===== src/rtl/core/chd_pkg.sv =====
// Shared types and constants for the cartridge header decoder.
// No dependencies; used by cartridge_header_decoder and chd_checker.
package chd_pkg;

    localparam int unsigned CHD_HDR_LEN    = 16;
    localparam int unsigned CHD_KEEP_FIRST = 4;
    localparam int unsigned CHD_KEEP_COUNT = 8;
    localparam int unsigned CHD_MAGIC_LEN  = 4;
    localparam int unsigned CHD_CNT_W      = 5;
    localparam int unsigned CHD_TDATA_W    = 240;

    localparam logic [7:0] CHD_MAGIC [CHD_MAGIC_LEN] = '{8'h4E, 8'h45, 8'h53, 8'h1A};

    localparam logic [7:0]  CHD_EXT_MASK     = 8'h0C;
    localparam logic [7:0]  CHD_EXT_CODE     = 8'h08;
    localparam logic [3:0]  CHD_ROM_EXP_CODE = 4'hF;
    localparam logic [3:0]  CHD_PRG_UNIT_SH  = 4'd14;  // 0x4000
    localparam logic [3:0]  CHD_CHR_UNIT_SH  = 4'd13;  // 0x2000
    localparam logic [21:0] CHD_LEGACY_RAM   = 22'h2000;
    localparam logic [21:0] CHD_RAM_BASE     = 22'd64;

    localparam logic [1:0] CHD_MIRROR_FOUR = 2'd2;

    // Result beat, last field in the lowest bits.
    typedef struct packed {
        logic [1:0]  pad;
        logic [21:0] pattern_nvram_bytes;
        logic [21:0] prog_nvram_bytes;
        logic [21:0] pattern_ram_bytes;
        logic [21:0] prog_ram_bytes;
        logic [63:0] pattern_rom_bytes;
        logic [63:0] prog_rom_bytes;
        logic [3:0]  submapper_id;
        logic [11:0] mapper_id;
        logic [1:0]  mirror_mode;
        logic [2:0]  cart_flags;
        logic        header_ok;
    } t_result;

    // Extended ROM size: unit count, or (2*M+1) << E saturating at 64 bits.
    function automatic logic [63:0] rom_size(logic [7:0] lsb, logic [3:0] msb,
                                             logic [3:0] unit_sh);
        logic [66:0] prod;
        prod = 67'({lsb[1:0], 1'b1}) << lsb[7:2];
        if (msb == CHD_ROM_EXP_CODE) begin
            return (|prod[66:64]) ? '1 : prod[63:0];
        end
        return 64'({msb, lsb}) << unit_sh;
    endfunction

    function automatic logic [21:0] ram_size(logic [3:0] n);
        return (n == 4'd0) ? '0 : (CHD_RAM_BASE << n);
    endfunction

endpackage


===== src/rtl/core/cartridge_header_decoder.sv =====
// Cartridge header decoder top level: byte counter, field store, decode.
// Depends on chd_pkg.
//
//  channel   dir  tdata                         tuser
//  s_axis    in   header_byte[7:0]              first_byte
//  m_axis    out  t_result (240 bits, see pkg)  -
//
// One byte beat accepted per cycle; the result beat is registered in the cycle
// after the sixteenth byte is accepted. Reset is synchronous, active low, and
// clears the count and output valid, sets the magic flag. Input stalls only
// while a result is still waiting and the count stands at the sixteenth byte,
// whether or not the waiting beat is marked as a new header.
module cartridge_header_decoder (
    input  logic                             i_clk,
    input  logic                             i_rst_n,
    input  logic                             i_s_axis_tvalid,
    output logic                             o_s_axis_tready,
    input  logic [7:0]                       i_s_axis_tdata,  // [7:0] header_byte
    input  logic                             i_s_axis_tuser,  // [0] first_byte
    output logic                             o_m_axis_tvalid,
    input  logic                             i_m_axis_tready,
    // [0] header_ok, [3:1] cart_flags, [5:4] mirror_mode, [17:6] mapper_id,
    // [21:18] submapper_id, [85:22] prog_rom_bytes, [149:86] pattern_rom_bytes,
    // [171:150] prog_ram_bytes, [193:172] pattern_ram_bytes,
    // [215:194] prog_nvram_bytes, [237:216] pattern_nvram_bytes, [239:238] zero
    output logic [chd_pkg::CHD_TDATA_W-1:0]  o_m_axis_tdata
);
    import chd_pkg::*;

    logic [CHD_CNT_W-1:0] r_cnt, n_cnt;
    logic                 r_magic, n_magic;
    logic [7:0]           r_field [CHD_KEEP_COUNT];
    logic                 r_out_valid, n_out_valid;
    t_result              r_out;
    t_result              dec;

    logic                 accept;
    logic [CHD_CNT_W-1:0] cnt_eff;
    logic                 magic_eff;
    logic                 last_beat;

    assign o_s_axis_tready = !(r_out_valid && !i_m_axis_tready &&
                               r_cnt == CHD_CNT_W'(CHD_HDR_LEN - 1));
    assign accept    = i_s_axis_tvalid && o_s_axis_tready;
    assign cnt_eff   = i_s_axis_tuser ? '0 : r_cnt;
    assign magic_eff = i_s_axis_tuser ? 1'b1 : r_magic;
    assign last_beat = accept && (cnt_eff == CHD_CNT_W'(CHD_HDR_LEN - 1));

    always_comb begin
        n_cnt   = r_cnt;
        n_magic = r_magic;
        if (accept) begin
            n_magic = magic_eff;
            if (cnt_eff < CHD_CNT_W'(CHD_HDR_LEN)) begin
                n_cnt = cnt_eff + CHD_CNT_W'(1);
                if (cnt_eff < CHD_CNT_W'(CHD_MAGIC_LEN) &&
                    i_s_axis_tdata != CHD_MAGIC[cnt_eff[1:0]]) begin
                    n_magic = 1'b0;
                end
            end else begin
                n_cnt = CHD_CNT_W'(CHD_HDR_LEN);
            end
        end
    end

    always_comb begin
        n_out_valid = r_out_valid;
        if (last_beat) begin
            n_out_valid = 1'b1;
        end else if (i_m_axis_tready) begin
            n_out_valid = 1'b0;
        end
    end

    // Decode from stored bytes 4..11; byte 15 itself carries nothing.
    always_comb begin
        logic [7:0] b4, b5, b6, b7, b8, b9, b10, b11;
        logic       ext, battery, trainer;
        b4  = r_field[0];
        b5  = r_field[1];
        b6  = r_field[2];
        b7  = r_field[3];
        b8  = r_field[4];
        b9  = r_field[5];
        b10 = r_field[6];
        b11 = r_field[7];
        ext     = (b7 & CHD_EXT_MASK) == CHD_EXT_CODE;
        battery = b6[1];
        trainer = b6[2];

        dec             = '0;
        dec.header_ok   = magic_eff;
        dec.cart_flags  = {ext, trainer, battery};
        dec.mirror_mode = b6[3] ? CHD_MIRROR_FOUR : {1'b0, b6[0]};
        dec.mapper_id   = {ext ? b8[3:0] : 4'd0, b7[7:4], b6[7:4]};
        if (ext) begin
            dec.submapper_id        = b8[7:4];
            dec.prog_rom_bytes      = rom_size(b4, b9[3:0], CHD_PRG_UNIT_SH);
            dec.pattern_rom_bytes   = rom_size(b5, b9[7:4], CHD_CHR_UNIT_SH);
            dec.prog_ram_bytes      = ram_size(b10[3:0]);
            dec.prog_nvram_bytes    = ram_size(b10[7:4]);
            dec.pattern_ram_bytes   = ram_size(b11[3:0]);
            dec.pattern_nvram_bytes = ram_size(b11[7:4]);
        end else begin
            dec.prog_rom_bytes      = 64'(b4) << CHD_PRG_UNIT_SH;
            dec.pattern_rom_bytes   = 64'(b5) << CHD_CHR_UNIT_SH;
            dec.prog_ram_bytes      = (b8 == 8'd0) ? CHD_LEGACY_RAM
                                                   : (22'(b8) << CHD_CHR_UNIT_SH);
            dec.pattern_ram_bytes   = (b5 == 8'd0) ? CHD_LEGACY_RAM : '0;
            dec.prog_nvram_bytes    = battery ? CHD_LEGACY_RAM : '0;
            dec.pattern_nvram_bytes = '0;
        end
    end

    always_ff @(posedge i_clk) begin
        if (!i_rst_n) begin
            r_cnt       <= '0;
            r_magic     <= 1'b1;
            r_out_valid <= 1'b0;
        end else begin
            r_cnt       <= n_cnt;
            r_magic     <= n_magic;
            r_out_valid <= n_out_valid;
        end
    end

    always_ff @(posedge i_clk) begin
        if (accept && cnt_eff >= CHD_CNT_W'(CHD_KEEP_FIRST) &&
            cnt_eff < CHD_CNT_W'(CHD_KEEP_FIRST + CHD_KEEP_COUNT)) begin
            r_field[3'(cnt_eff - CHD_CNT_W'(CHD_KEEP_FIRST))] <= i_s_axis_tdata;
        end
        if (last_beat) begin
            r_out <= dec;
        end
    end

    assign o_m_axis_tvalid = r_out_valid;
    assign o_m_axis_tdata  = r_out;

endmodule


===== config.mk =====
export PLATFORM = sky130hd
export DESIGN_NAME = cartridge_header_decoder
export DESIGN_NICKNAME = d
export VERILOG_FILES = /design/src/rtl/core/chd_pkg.sv /design/src/rtl/core/cartridge_header_decoder.sv
export SDC_FILE = /design/constraint.sdc
export NUM_CORES = 1
export LEC_CHECK = 0
export BUFFER_PORTS_ARGS = -buffer_cell sky130_fd_sc_hd__buf_4
export CAP_MARGIN = 20
export CELL_PAD_IN_SITES_DETAIL_PLACEMENT = 0
export CELL_PAD_IN_SITES_GLOBAL_PLACEMENT = 2
export CORE_ASPECT_RATIO = 2
export CORE_MARGIN = 1
export CORE_UTILIZATION = 34
export CTS_BUF_LIST = sky130_fd_sc_hd__clkbuf_2
export DETAILED_ROUTE_END_ITERATION = 8
export PLACE_DENSITY_LB_ADDON = 0.1
export SLEW_MARGIN = 20
export SYNTH_ARGS = -nofsm -noshare
export SYNTH_HDL_FRONTEND = slang
export SYNTH_SLANG_ARGS = --single-unit
export TNS_END_PERCENT = 10

===== constraint.sdc =====
create_clock -name i_clk -period 19.03 [get_ports i_clk]
set_input_delay 2.8545 -clock i_clk [delete_from_list [all_inputs] [get_ports i_clk]]
set_output_delay 2.8545 -clock i_clk [all_outputs]
set_load 0.02 [all_outputs]

# ---- Yosys cells after proc, flatten, opt, wreduce, memory -nomap -nowiden
# Memories as Yosys holds them, arrays and structs flattened.
# Index checks and enable logic that the tools add are counted.
dict set report op_classes {
  n_addsub 2
  multipliers 0
  div 0
  n_lt_le_gt_ge 5
  n_eq_ne 6
  n_shift 6
  muxes 30
  bitwise 2
  n_reduce_logical 21
}
# operator n
set ops {}
lappend ops {{2-to-1 mux 64 bit} 6}
lappend ops {{2-to-1 mux 194 bit} 1}
lappend ops {{<< shifter 3 x 6 -> 67 bit} 2}
lappend ops {{<< shifter 7 x 4 -> 22 bit, first input constant} 4}
lappend ops {{2-to-1 mux 22 bit} 3}
lappend ops {{2-to-1 mux 14 bit} 2}
lappend ops {{2-to-1 mux 21 bit} 1}
lappend ops {{binary-select mux 8 bit (select 2 bit)} 1}
lappend ops {{logical NOT 4 bit} 4}
lappend ops {{logical NOT 8 bit} 2}
lappend ops {{2-to-1 mux 8 bit} 2}
lappend ops {{2-to-1 mux 1 bit} 11}
lappend ops {{equality test 5 x 4 -> 1 bit, second input constant} 2}
lappend ops {{2-to-1 mux 5 bit} 2}
lappend ops {{equality test 4 bit, second input constant} 2}
lappend ops {{!= test 8 bit} 1}
lappend ops {{logical AND 1 bit} 7}
lappend ops {{OR reduction 3 bit} 2}
lappend ops {{adder 5 x 1 -> 5 bit, second input constant} 1}
lappend ops {{>= comparator 5 x 3 -> 1 bit, second input constant} 1}
lappend ops {{< comparator 5 x 3 -> 1 bit, second input constant} 1}
lappend ops {{< comparator 5 x 4 -> 1 bit, second input constant} 1}
lappend ops {{< comparator 5 bit, second input constant} 1}
lappend ops {{AND reduction 2 bit} 2}
lappend ops {{9 further kinds} 10}
dict set report word_totals {
  regBits 245
  latchBits 0
  ram_bits 64
  rom_bits 0
  input_bits 13
  output_inout_bits 242
  elab_cells 93
  n_memories 1
}
# memory words word_bits rd rd_ports_with_merged_regs write_ports line
set mem_list {}
lappend mem_list {r_field 8 8 8 0 1 cartridge_header_decoder.sv:32} ;# logic [7:0] r_field [CHD_KEEP_COUNT];

# ---- Logic depth before layout (Yosys ltp)
dict set report depth {
  depth_word 9
  ltp_mapped 7
  depth_no_buf 5
}

# ---- Worst setup path before layout
# Ideal clock, no wire load.
dict set report synth_path {
  kind {input -> register}
  from {input i_s_axis_tvalid}
  to {register r_out, in the netlist o_m_axis_tdata[0] (enable)}
  setup_ps 1053
  arrival_time_ps 17664
  required_time_ps 17977
  path_slack_ps 313
  stages 3
  n_path_buf 1
  cell_sequence {clkbuf_1 -> nand2_1 -> nor3_1}
}
dict set report synth_via {
  elab_chain_cells 2
}
# element line
set synth_rtl {}
lappend synth_rtl {{start, declared} cartridge_header_decoder.sv:16} ;# input logic i_s_axis_tvalid,
lappend synth_rtl {{logical AND 1 bit} cartridge_header_decoder.sv:44} ;# assign accept = i_s_axis_tvalid && o_s_axis_tready;
lappend synth_rtl {{logical AND 1 bit} cartridge_header_decoder.sv:47} ;# assign last_beat = accept && (cnt_eff == CHD_CNT_W'(CHD_HDR_LEN - 1));
lappend synth_rtl {{named net last_beat} cartridge_header_decoder.sv:40} ;# logic last_beat;
lappend synth_rtl {{end signal, assigned} cartridge_header_decoder.sv:133} ;# r_out <= dec;
lappend synth_rtl {{end, declared} cartridge_header_decoder.sv:34} ;# t_result r_out;
# The timed path passes the listed nets, and every way through them passes these cells.
# A chain may end at the register's enable or synchronous reset.

# ---- Final worst setup path
dict set report layout_path {
  from {input i_m_axis_tready}
  to {output o_s_axis_tready}
}
dict set report layout_via {
  elab_chain_cells 4
}
# element line
set layout_rtl {}
lappend layout_rtl {{start, declared} cartridge_header_decoder.sv:21} ;# input logic i_m_axis_tready,
lappend layout_rtl {{logical NOT 1 bit} cartridge_header_decoder.sv:42} ;# assign o_s_axis_tready = !(r_out_valid && !i_m_axis_tready &&
lappend layout_rtl {{logical AND 1 bit (2 in series)} cartridge_header_decoder.sv:42}
lappend layout_rtl {{logical NOT 1 bit} cartridge_header_decoder.sv:42}
lappend layout_rtl {{end, declared} cartridge_header_decoder.sv:17} ;# output logic o_s_axis_tready,
# Every way passes these cells.

==> reports/qor.txt <==
=====================================================================================
Depth of the CTS H-tree                                                             2
Unique cell type count in the Yosys netlist                                        68
Total power per unit cell area                                           75.1 nW/um^2
Avg Cell Area, Syn                                                          13.3 um^2
Post-synthesis instance total                                                     883
Clock tree from TritonCTS                                                        done
Buffer levels on the longest clock path                                             3
Stages on the worst setup path                                                      4
Fill cell instance count of the final layout                                     3312
Final Cycle Share                                                               0.337
Startpoint type of the worst setup path                                     input pin
Root Buffer                                                                  clkbuf_2
Arrival time reported for the critical path endpoint                          3.56 ns
Most used flip-flop cell after synthesis                                     edfxtp_1
Layout cells sized above 1                                                      0.304
Max Clock Skew                                                              0.0590 ns
Clock latency on the worst-skew pair                                          0.92 ns
Number of failing setup endpoints in the final timing report                        0
Number of antenna-violating nets in the routed design                               0
Number of buffers added for setup after CTS                                         0
Global routing usage on met3                                                   0.0293
Chip Height                                                                    265 um
Critical-path maximum fanout                                                        3
Non-filler cells, final                                                          1616
RSZ-0062 raised after global routing                                            false
Average wire length per cell after detail routing                             19.4 um
Area of combinational cells with multiple inputs                            2930 um^2
Storage cell area                                                           8430 um^2
Number of remaining DRC errors                                                      0
Final weighted congestion in routability-driven placement                       0.773
Max-slew violation count                                                            0
Die W                                                                          133 um
Top cell family by delay on the critical path                            simple AND/OR/NAND/NOR gates
Slew of the pin with the lowest slew margin                                   1.08 ns
Worst-case reg-to-reg path depth                                                    5
Total global routing overflow                                                       0
Detailed Place HPWL                                                          21700 um
Final hold vios                                                                     0
Vias in the first global route                                                   7813
Relative max-transition margin                                                  0.280
Highest-count cells in the layout ignoring fill and taps                 edfxtp_1, buf_4, nor2_1, nand2_1, clkbuf_2
Worst path most repeated cell                                                   buf_4
Count of synthesis-stage warnings from yosys                                        0
Result of the run                                                        finished clean
Final #Nets                                                                      1146
Type of the worst min-delay path                                           reg -> reg
Number of maximum-capacitance violations                                            0
Initial core utilization                                                        0.347
LEAKAGE                                                                       4.81 nW
Die footprint                                                              35300 um^2
Number of antenna violations at the first check in global routing                   1
Setup TNS after final layout                                                     0 ns
Stage delay of the slowest cell on the critical path                          0.35 ns
Sequential-to-total area share from yosys stat                                  0.719
Global-route met2 utilization                                                   0.329
Overall routing resource usage                                                  0.176
Highest clock frequency the design can meet                                 0.156 GHz
Iteration-0 DRC count of the detailed router                                      424
Kind of critical path                                                       in -> out
CTS Sinks                                                                         283
Cells along the critical path                                            buf_4 -> and4bb_4 -> nand2_2 -> buf_4
Most frequent standard cell in the layout excluding fill and tap cells       edfxtp_1
Netlist area before placement                                              11700 um^2
Fraction of synthesis flops using an asynchronous set or reset pin                  0
I/O pin total                                                                     255
Wirelength, routed                                                           31300 um
Most Crowded Layer GR                                                            met2
Synthesized flop and latch total                                                  283
TritonRoute pass-1 iters                                                            6
Crit path required time                                                      16.18 ns
Maximum number of pins on one net before global-route repair                       80
Number of port buffers                                                            228
Hold Crit Depth                                                                     0
Routing usage on met1                                                           0.193
Placed Instances                                                                 1507
Synth-to-layout area growth                                                     21.7%
Core area                                                                  33800 um^2
Largest voltage drop on the vdd net                                         0.0376 mV
Global-route wire length before repair                                       46500 um
Via-per-instance ratio                                                           4.85
Clock transition at the registers of the reported paths                       0.13 ns
Cell with the largest stage delay on the worst path                          and4bb_4
Post-CTS Hold Buffers                                                               0
Detailed-route via count                                                         7845
Post-layout minimum cycle time                                                6.41 ns
Buffers and inverters on the worst path                                             2
Kind of capture point of the worst setup path                              output pin
Cts repair resizes                                                                  0
# rows                                                                             95
Number of buffers created by CTS                                                   60
EDFF count, synth                                                                 276
=====================================================================================
state kept, by name, indices dropped and copies added, names as in the netlist:
name	count
o_m_axis_tdata	214
o_m_axis_tvalid	1
r_cnt	5
r_field	62
r_magic	1
worst paths after layout:
| check | startpoint | to | slack [ns] |
|---|---|---|---|
| max reg2reg | r_cnt[1] | o_m_axis_tdata[87] | 15.91 |
| min reg2reg | r_field[3][7] | o_m_axis_tdata[13] | 0.43 |
| min | r_field[3][7] | o_m_axis_tdata[13] | 0.43 |
| max | i_m_axis_tready | o_s_axis_tready | 12.62 |
synth_stat cells (3+ instances only):
master | count | area (um^2)
edfxtp_1 | 276 | 8290
a31oi_1 | 3 | 18.8
nand2_1 | 82 | 308
dfxtp_1 | 7 | 140
a22o_1 | 3 | 26.3
o31ai_1 | 6 | 45.0
buf_1 | 3 | 11.3
nand2b_1 | 16 | 100
nand2_2 | 3 | 18.8
o22ai_1 | 4 | 25.0
nor4_1 | 15 | 93.8
nor3_1 | 31 | 155
a21oi_2 | 3 | 26.3
nand3b_1 | 6 | 45.0
o21ai_1 | 22 | 110
nand4_1 | 3 | 18.8
nor2_1 | 94 | 353
o211ai_1 | 8 | 60.1
and2_1 | 11 | 68.8
o21a_1 | 6 | 45.0
a21boi_0 | 3 | 22.5
or3_1 | 3 | 18.8
nand4b_1 | 4 | 35.0
clkbuf_1 | 21 | 78.8
buf_4 | 34 | 255
and3_1 | 7 | 43.8
o21ai_0 | 37 | 185
nand3_1 | 14 | 70.1
o21ai_2 | 6 | 52.6
nor2b_1 | 5 | 31.3
a21oi_1 | 69 | 345
inv_1 | 9 | 33.8
buf_2 | 15 | 75.1
nor4bb_1 | 3 | 30.0
o41ai_1 | 5 | 43.8
or3_4 | 4 | 45.0
layer usage:
layer  vias to the layer above  share of wire
li1                       3791              -
met1                      3711           0.37
met2                       278           0.55
met4                         0          0.030
met3                        65          0.047
met5                         -              0
area by class of cell:
cell class | instances | area share
multi-input cells | 545 | 0.206
clock inverters | 30 | 0.0126
diodes | 1 | 0.000175
inverters | 9 | 0.00237
well taps | 436 | 0.0382
clock buffers | 78 | 0.0274
flip-flops and latches | 283 | 0.591
repair buffers | 234 | 0.123
cells by family after synthesis:
family | Yosys count | synth area share
flip-flops | 283 | 0.719
AO/OA/AOI/OAI | 190 | 0.0969
other | 1 | 0.000320
buffers and inverters | 84 | 0.0407
multiplexers | 3 | 0.00299
AND/OR/NAND/NOR | 322 | 0.140
power by group:
part	internal [mW]	total, mW	switching, mW	leakage, nW
Sequential	0.675	0.676	0.00102	2.41
Combinational	0.00353	0.0155	0.0119	1.99
Clock	0.142	0.380	0.238	0.416
Total	0.821	1.07	0.250	4.81
stage by stage:
step	power (mW)	hold WS, ns	cell area (um^2)	utilization	setup slack [ns]
finish	1.07	0.428	14300	0.423	12.62
global route	1.11	0.442	14300	0.423	12.59
CTS	1.09	0.431	14300	0.423	12.62
detailed placement	0.706	0.405	13700	0.406	12.62
global placement	0.706	0.403	13700	0.406	12.62
floorplan	0.702	0.400	11800	-	0.313
Power figures use the tool's default switching activity.
